==> src/sv/rvde_pkg.sv <==
// shared types and constants for the rv32im decode/execute core
package rvde_pkg;

    // major opcodes
    localparam logic [6:0] OP_LUI    = 7'h37;
    localparam logic [6:0] OP_AUIPC  = 7'h17;
    localparam logic [6:0] OP_JAL    = 7'h6F;
    localparam logic [6:0] OP_JALR   = 7'h67;
    localparam logic [6:0] OP_BRANCH = 7'h63;
    localparam logic [6:0] OP_LOAD   = 7'h03;
    localparam logic [6:0] OP_STORE  = 7'h23;
    localparam logic [6:0] OP_IMM    = 7'h13;
    localparam logic [6:0] OP_REG    = 7'h33;
    localparam logic [31:0] INSN_EBREAK = 32'h0010_0073;

    localparam logic [6:0] F7_BASE = 7'h00;
    localparam logic [6:0] F7_ALT  = 7'h20;
    localparam logic [6:0] F7_MUL  = 7'h01;

    localparam logic [31:0] SIGN32 = 32'h8000_0000;
    localparam logic [31:0] ALL1   = 32'hFFFF_FFFF;

    // load kinds (funct3)
    localparam logic [2:0] LK_B  = 3'd0;
    localparam logic [2:0] LK_H  = 3'd1;
    localparam logic [2:0] LK_BU = 3'd4;
    localparam logic [2:0] LK_HU = 3'd5;

    // queued transaction from the front end
    typedef struct packed {
        logic        func;
        logic [31:0] instr;
        logic [31:0] load_data;
    } item_t;

    // result of one transaction
    typedef struct packed {
        logic [31:0] next_pc;
        logic        mem_read;
        logic        mem_write;
        logic [31:0] mem_addr;
        logic [1:0]  mem_size;
        logic [31:0] mem_wdata;
        logic        halted;
        logic [31:0] halt_code;
        logic        illegal;
    } result_t;

endpackage

==> src/sv/rvde_fifo.sv <==
// small queue between the front end and the execute engine
module rvde_fifo #(
    parameter int DEPTH = 2
) (
    input  logic              clk,
    input  logic              rst_n,
    input  logic              in_valid,
    output logic              in_ready,
    input  rvde_pkg::item_t   in_item,
    output logic              out_valid,
    input  logic              out_ready,
    output rvde_pkg::item_t   out_item
);
    localparam int AW = (DEPTH > 1) ? $clog2(DEPTH) : 1;

    rvde_pkg::item_t mem_reg [DEPTH];
    logic [AW-1:0]   wp_reg, rp_reg;
    logic [AW:0]     cnt_reg;
    logic            push, pop;

    assign in_ready  = (cnt_reg != (AW+1)'(DEPTH));
    assign out_valid = (cnt_reg != '0);
    assign push      = in_valid && in_ready;
    assign pop       = out_valid && out_ready;
    assign out_item  = mem_reg[rp_reg];

    // storage
    always_ff @(posedge clk)
    begin
        if (push)
        begin
            mem_reg[wp_reg] <= in_item;
        end
    end

    // pointers
    always_ff @(posedge clk or negedge rst_n)
    begin
        if (!rst_n)
        begin
            wp_reg  <= '0;
            rp_reg  <= '0;
            cnt_reg <= '0;
        end
        else
        begin
            if (push)
            begin
                wp_reg <= (wp_reg == AW'(DEPTH-1)) ? '0 : wp_reg + 1'b1;
            end
            if (pop)
            begin
                rp_reg <= (rp_reg == AW'(DEPTH-1)) ? '0 : rp_reg + 1'b1;
            end
            cnt_reg <= cnt_reg + (AW+1)'(push) - (AW+1)'(pop);
        end
    end

    a_cnt_range: assert property (@(posedge clk) disable iff (!rst_n)
        cnt_reg <= (AW+1)'(DEPTH)) else $error("queue count overflow");
    a_no_push_full: assert property (@(posedge clk) disable iff (!rst_n)
        cnt_reg == (AW+1)'(DEPTH) |-> !push) else $error("push into full queue");
    a_cnt_step: assert property (@(posedge clk) disable iff (!rst_n)
        push && !pop |=> cnt_reg == $past(cnt_reg) + 1'b1) else $error("count step");

endmodule

==> config.mk <==
export PLATFORM = sky130hd
export DESIGN_NAME = rvde_fifo
export DESIGN_NICKNAME = d
export VERILOG_FILES = /design/src/sv/rvde_pkg.sv /design/src/sv/rvde_fifo.sv
export SDC_FILE = /design/constraint.sdc
export NUM_CORES = 1
export LEC_CHECK = 0
export BUFFER_PORTS_ARGS = -buffer_cell sky130_fd_sc_hd__buf_2
export CAP_MARGIN = 20
export CELL_PAD_IN_SITES_DETAIL_PLACEMENT = 1
export CELL_PAD_IN_SITES_GLOBAL_PLACEMENT = 2
export CORE_UTILIZATION = 38
export CTS_CLUSTER_DIAMETER = 30
export DETAILED_ROUTE_END_ITERATION = 8
export MAX_ROUTING_LAYER = met4
export PLACE_DENSITY_LB_ADDON = 0.1
export SKIP_CTS_REPAIR_TIMING = 1
export SYNTH_ARGS = -nofsm -noshare
export SYNTH_HDL_FRONTEND = slang
export SYNTH_SLANG_ARGS = --single-unit
==> constraint.sdc <==
create_clock -name clk -period 4.5 [get_ports clk]
set_input_delay 0.9 -clock clk [delete_from_list [all_inputs] [get_ports clk]]
set_output_delay 0.9 -clock clk [all_outputs]
set_load 0.005 [all_outputs]
==> results of run 1 <==
layer usage:
metal  track usage [%]  vias to the layer above  wire (um)  share of wire [%]
li1                  -                     1187          -                  -
met1              15.6                     1234       3780                 41
met2              24.0                       89       4620                 51
met3              5.18                       11        548                6.0
met4              7.45                        0        172                1.9
met5                 -                        -          0                  0
critical path: stages, from the launching register on:
cell	delay, ns
dfrtp_4	0.61
buf_16	0.34
mux2_2	0.39
buf_2	0.13
layout by cell type, fill, tap and decap left out:
cell / instances
a211oi_1: 1
a21bo_1: 1
a32oi_1: 1
and3_4: 1
buf_12: 1
buf_16: 1
buf_2: 135
clkbuf_1: 2
clkbuf_16: 17
clkinv_1: 3
clkinv_2: 8
clkinvlp_4: 2
dfrtp_1: 3
dfrtp_4: 1
diode_2: 1
edfxtp_1: 130
ha_1: 1
mux2_2: 25
mux2_4: 40
nand2_1: 2
nand2b_1: 1
nand3_1: 1
nor2_1: 2
nor2_4: 1
nor2b_1: 1
o21ai_0: 1
or2_2: 1
xnor2_1: 3
path summary, 6_finish.rpt:
| kind | endpoint | slack, ns | cells after the start |
|---|---|---|---|
| max reg2reg | mem_reg[0][3] | 2.46 | 4 |
| min | rp_reg | 0.30 | 1 |
| min reg2reg | wp_reg | 0.56 | 1 |
| max in group asynchronous | rp_reg | 4.05 | 1 |
| min in group clk | wp_reg | 0.56 | 1 |
| max | out_item[54] | 1.68 | 3 |
stage by stage:
step	utilization [%]	hold WS, ns	cell area, sq um	cells	power (W)
global placement	46.3	0.540	5930	525	0.00301
global route	50.4	0.285	6460	559	0.00435
floorplan	-	0.460	5070	224	0.00260
detailed placement	46.5	0.553	5960	526	0.00305
CTS	50.4	0.284	6460	558	0.00421
finish	50.4	0.303	6460	559	0.00414
Yosys cell counts:
cell type / instances / area share, %
a211oi_1: 1 / 0.15
a21bo_1: 1 / 0.20
a32oi_1: 1 / 0.17
and3_1: 1 / 0.12
buf_2: 2 / 0.20
buf_4: 1 / 0.15
buf_6: 4 / 0.89
dfrtp_1: 4 / 2.0
edfxtp_1: 130 / 77
ha_1: 1 / 0.25
mux2_2: 25 / 5.6
mux2_4: 40 / 12
nand2_1: 2 / 0.15
nand2b_1: 1 / 0.12
nand3_1: 1 / 0.099
nor2_1: 3 / 0.22
nor2b_1: 1 / 0.12
o21ai_0: 1 / 0.099
or2_2: 1 / 0.12
xnor2_1: 3 / 0.52
power groups by stage:
stage          Clock [W]  Combinational, W  Sequential [W]
2_1_floorplan          0          0.000789         0.00181
3_3_place_gp           0           0.00106         0.00196
3_5_place_dp           0           0.00119         0.00186
4_1_cts          0.00119           0.00119         0.00183
5_1_grt          0.00124           0.00125         0.00186
6_report         0.00116           0.00116         0.00183
area by class of cell:
class,instances,area [sq um],area share (%)
clock inverters,13,66.3,1.03
clock buffers,19,433,6.70
repair buffers,137,723,11.2
multi-input cells,83,1010,15.7
diodes,1,2.50,0.0387
flip-flops and latches,134,4010,62.0
well taps,172,215,3.33
cell families (layout without fill, tap and decap cells):
family	count (synthesis)	count (layout)	share of synthesized area, %
multiplexers	65	65	17.4
AO/OA/AOI/OAI	4	4	0.617
flip-flops	134	134	79.0
buffers and inverters	7	169	1.23
AND/OR/NAND/NOR	10	10	0.963
adder cells (fa/ha/maj)	1	1	0.247
XOR/XNOR	3	3	0.519
other	0	1	0
==> summary.txt, run 1 <==
Yosys
  – Syn Nets: 294
  – Mapped cell area: 5070 sq um
  – Syn Inst Count: 224
  – Avg Cell Area, Syn: 22.6 sq um
  – Sequential share of the synthesized area: 79.0%
  – Synth Register Bits: 134
  – Synth cell types: 20
  – YS warnings: 0

STA
  – Final-report max-slew violation count: 0
  – RSZ-0062 raised after global routing: false
  – Worst-margin pin slew: 0.942 ns
  – Layout Skew: 0.00400 ns
  – Hold Fails Final Rpt: 0
  – Tcrit/Tclk final: between 60% and 70%
  – FMAX: approximately 350 MHz
  – Worst setup margin: 1.68 ns
  – Final setup vio count: 0
  – Minimum clock period: around 2.8 ns
  – Worst slew margin: between 30% and 40%
  – TNS Setup: 0 ns

Placement
  – DP Wirelength: 5.72 mm
  – Final GP Congestion: 0.705
  – Setup slack at placement: 1.97 ns
  – I/O Buffers: 135

Clock tree
  – H-Tree Depth: 4
  – TritonCTS buffer count: 17
  – Clock Path Buffers: 2
  – Reg clk slew, reported paths: 0.05 ns
  – CTS tree: yes
  – Clock sink total: 134
  – Latest clock arrival within the worst-skew pair: 0.40 ns
  – Root Buffer: clkbuf_16

Die
  – Top Ports: 136
  – Vert. Die Dim: between 100 and 150 um
  – Starting Density: 39.5%
  – FP Rows: 41
  – Die area: 13800 sq um
  – Chip Width: 117 um
  – Core area: 12800 sq um

GRT
  – Largest net degree at the start of global routing: 66
  – Overflow after GRT: 0
  – Initial antenna violation count: 1
  – Number of global-route vias before repair: around 2700
  – First-pass GRT wire length: between 10 and 15 mm
  – Tot GR Track Use: 14.6%

Detailed routing
  – DRC errors left: 0
  – WL final: 9.12 mm
  – Via count: approximately 2500
  – Drt pass-1 iters: 4
  – WL per Instance: 16.3 um
  – Drt via density: roughly 4.5
  – Detail Route Antenna Nets: 0
  – Initial DRC Count: between 100 and 150

Setup path
  – Worst Path Required: 3.60 ns
  – Reg2reg start: cnt_reg[0]
  – Critical path origin: rp_reg
  – Worst EP arrival: 1.92 ns
  – Worst Setup Path Type: reg -> out
  – CP Max Fanout: 47
  – Crit. End Element: primary output
  – Worst Setup Start Kind: flop

Power and ir drop
  – VDD IR-drop max: 0.280 mV
  – Clock share of power: 27.9%
  – Sequential Power Share: about 44%
  – Total power per unit cell area: 640 nW/um^2
  – Switch share: 26.7%
  – Leak: 2.53 nW
  – Switch Pwr: 0.00110 W
  – Gate power share: between 20 and 30%
  – Internal power: 0.00303 W

Final layout
  – Final layout net count: 443
  – Max reg flops: 130
  – Ratio of cells with drive above 1 in the final layout: 60.4%
  – Fill cells: 1233
  – Synth-to-layout area growth: 27.5%

Run status
  – Outcome: complete, no violations

Hold path
  – Worst Hold Class: in -> async

Flow run
  – Maxcap violations: 0
Power figures use the tool's default switching activity.
==> run 2: changes to the inputs <==
==> constraint.sdc (replaced) <==
create_clock -name clk -period 2.9 [get_ports clk]
set_input_delay 0.58 -clock clk [delete_from_list [all_inputs] [get_ports clk]]
set_output_delay 0.58 -clock clk [all_outputs]
set_load 0.005 [all_outputs]
==> summary.txt, run 2 (synthesis gave the netlist of run 1 again) <==
Setup path
  – Worst Path Required: 2.32 ns
  – Path depth of the worst reg2reg path: 3
  – Critical path origin: rp_reg
  – Worst reg-to-reg setup slack: approximately 1.2 ns
  – R2r endpoint: mem_reg[1][58]
  – Setup crit end: out_item[54]
  – Worst Setup Start Kind: flop
  – Reg2reg start: cnt_reg[0]
  – CP Max Fanout: 39
  – Crit. End Element: primary output
  – Worst EP arrival: 2.00 ns
  – Worst Setup Path Type: reg -> out

STA
  – Final setup vio count: 0
  – RSZ-0062 raised after global routing: false
  – Layout Skew: around 0.0037 ns
  – Final-report max-slew violation count: 0
  – TNS Setup: 0 ns
  – Worst slew margin: 58.1%
  – Minimum clock period: 2.58 ns
  – Hold Fails Final Rpt: 0
  – FMAX: 388 MHz
  – Worst setup margin: roughly 0.32 ns
  – Worst-margin pin slew: about 0.63 ns
  – Tcrit/Tclk final: 88.8%

Die
  – Chip Width: 117 um
  – FP Rows: just over 40
  – Vert. Die Dim: 117 um
  – Top Ports: 136
  – Die area: 13800 sq um
  – Starting Density: ~40%
  – Core area: 12800 sq um

Clock tree
  – CTS tree: yes
  – Root Buffer: clkbuf_16
  – Reg clk slew, reported paths: 0.05 ns
  – Clock sink total: around 130
  – H-Tree Depth: 4
  – Clock Path Buffers: 2
  – TritonCTS buffer count: 17
  – Latest clock arrival within the worst-skew pair: between 0.4 and 0.5 ns

Detailed routing
  – WL per Instance: 15.6 um
  – Drt via density: 4.53
  – WL final: 8.81 mm
  – DRC errors left: 0
  – Initial DRC Count: 102
  – Detail Route Antenna Nets: 0
  – Via count: between 2000 and 3000
  – Drt pass-1 iters: 4

GRT
  – Initial antenna violation count: 0
  – First-pass GRT wire length: 13.6 mm
  – Number of global-route vias before repair: 2682
  – Tot GR Track Use: 14.0%
  – Largest net degree at the start of global routing: 40
  – Overflow after GRT: 0

Power and ir drop
  – VDD IR-drop max: 0.533 mV
  – Total power per unit cell area: a little over 1000 nW/um^2
  – Gate power share: between 20% and 30%
  – Sequential Power Share: 43.0%
  – Switch share: 25.5%
  – Internal power: 0.00501 W
  – Switch Pwr: between 0.0015 and 0.002 W
  – Leak: between 2 and 3 nW
  – Clock share of power: 30.5%

Final layout
  – Max reg flops: 130
  – Ratio of cells with drive above 1 in the final layout: 60.5%
  – Number of inserted diodes: 0
  – Synth-to-layout area growth: 30.1%
  – Commonest non-fill, non-tap cell in the layout: buf_2
  – Most frequent cells in the layout: buf_2 (135), edfxtp_1 (130), mux2_4 (40), mux2_2 (25), clkbuf_16 (17)
  – Final layout net count: 449

Hold path
  – Hold depth: 1
  – Worst Hold Class: in -> reg
  – Worst Hold Launch: in_item[20]

Placement
  – DP Wirelength: approximately 5.7 mm
  – I/O Buffers: about 140
  – Setup slack at placement: approximately 0.7 ns
  – Final GP Congestion: 0.652

Flow run
  – Maxcap violations: 0

Run status
  – Outcome: complete, no violations
-- run 2: changes by cell type in the layout (fill, tap and decap cells not counted) --
cell | previous run | this run
buf_12 | 1 | 4
buf_4 | 0 | 3
bufinv_16 | 0 | 3
clkinv_2 | 8 | 5
buf_16 | 1 | 0
clkinv_1 | 3 | 4
clkinvlp_4 | 2 | 1
diode_2 | 1 | 0
dlygate4sd3_1 | 0 | 1
-- run 2: how the worst min path moves through the flow --
stage	endpoint	slack, ns
final	mem_reg[1][20]	0.36
after global routing	mem_reg[0][50]	0.34
after CTS	cnt_reg[0]	-0.04
after detailed placement	cnt_reg[0]	0.39
after global placement	cnt_reg[0]	0.40
after floorplan	cnt_reg[0]	0.28
-- run 2: area by class of cell --
cell class | instances | area (sq um)
tap | 172 | 215
sequential | 134 | 4010
multi-input combinational | 83 | 1010
clock inverter | 13 | 138
clock buffer | 19 | 433
fill | 1226 | 6230
timing repair buffer | 143 | 788
-- run 2: worst max-delay path, stage by stage, from the launching register on --
cell and delay, ns:
dfrtp_4 0.84, buf_12 0.27, mux2_2 0.35, buf_2 0.12
-- run 2: power groups by stage --
stage | combinational [W] | clock [W] | sequential (W)
CTS | 0.00183 | 0.00211 | 0.00291
finish | 0.00178 | 0.00205 | 0.00289
global placement | 0.00182 | 0 | 0.00292
detailed placement | 0.00182 | 0 | 0.00295
global route | 0.00193 | 0.00218 | 0.00295
floorplan | 0.00123 | 0 | 0.00280
-- run 2: routing by layer --
layer | share of wire (%) | up-vias | track usage, %
li1 | - | 1199 | -
met1 | 42 | 1245 | 15.4
met2 | 50 | 93 | 22.6
met3 | 5.6 | 17 | 4.36
met4 | 2.3 | 0 | 7.69
met5 | 0 | - | -
-- run 2: through the flow --
step	power (W)	hold WS, ns	util (%)	cell area (sq um)	cells
final	0.00672	0.358	51.4	6600	564
after global routing	0.00706	0.343	51.4	6600	564
after CTS	0.00685	-0.0449	51.3	6590	563
after detailed placement	0.00477	0.394	46.9	6010	531
after global placement	0.00474	0.398	46.9	6010	531
after floorplan	0.00402	0.284	-	5070	224
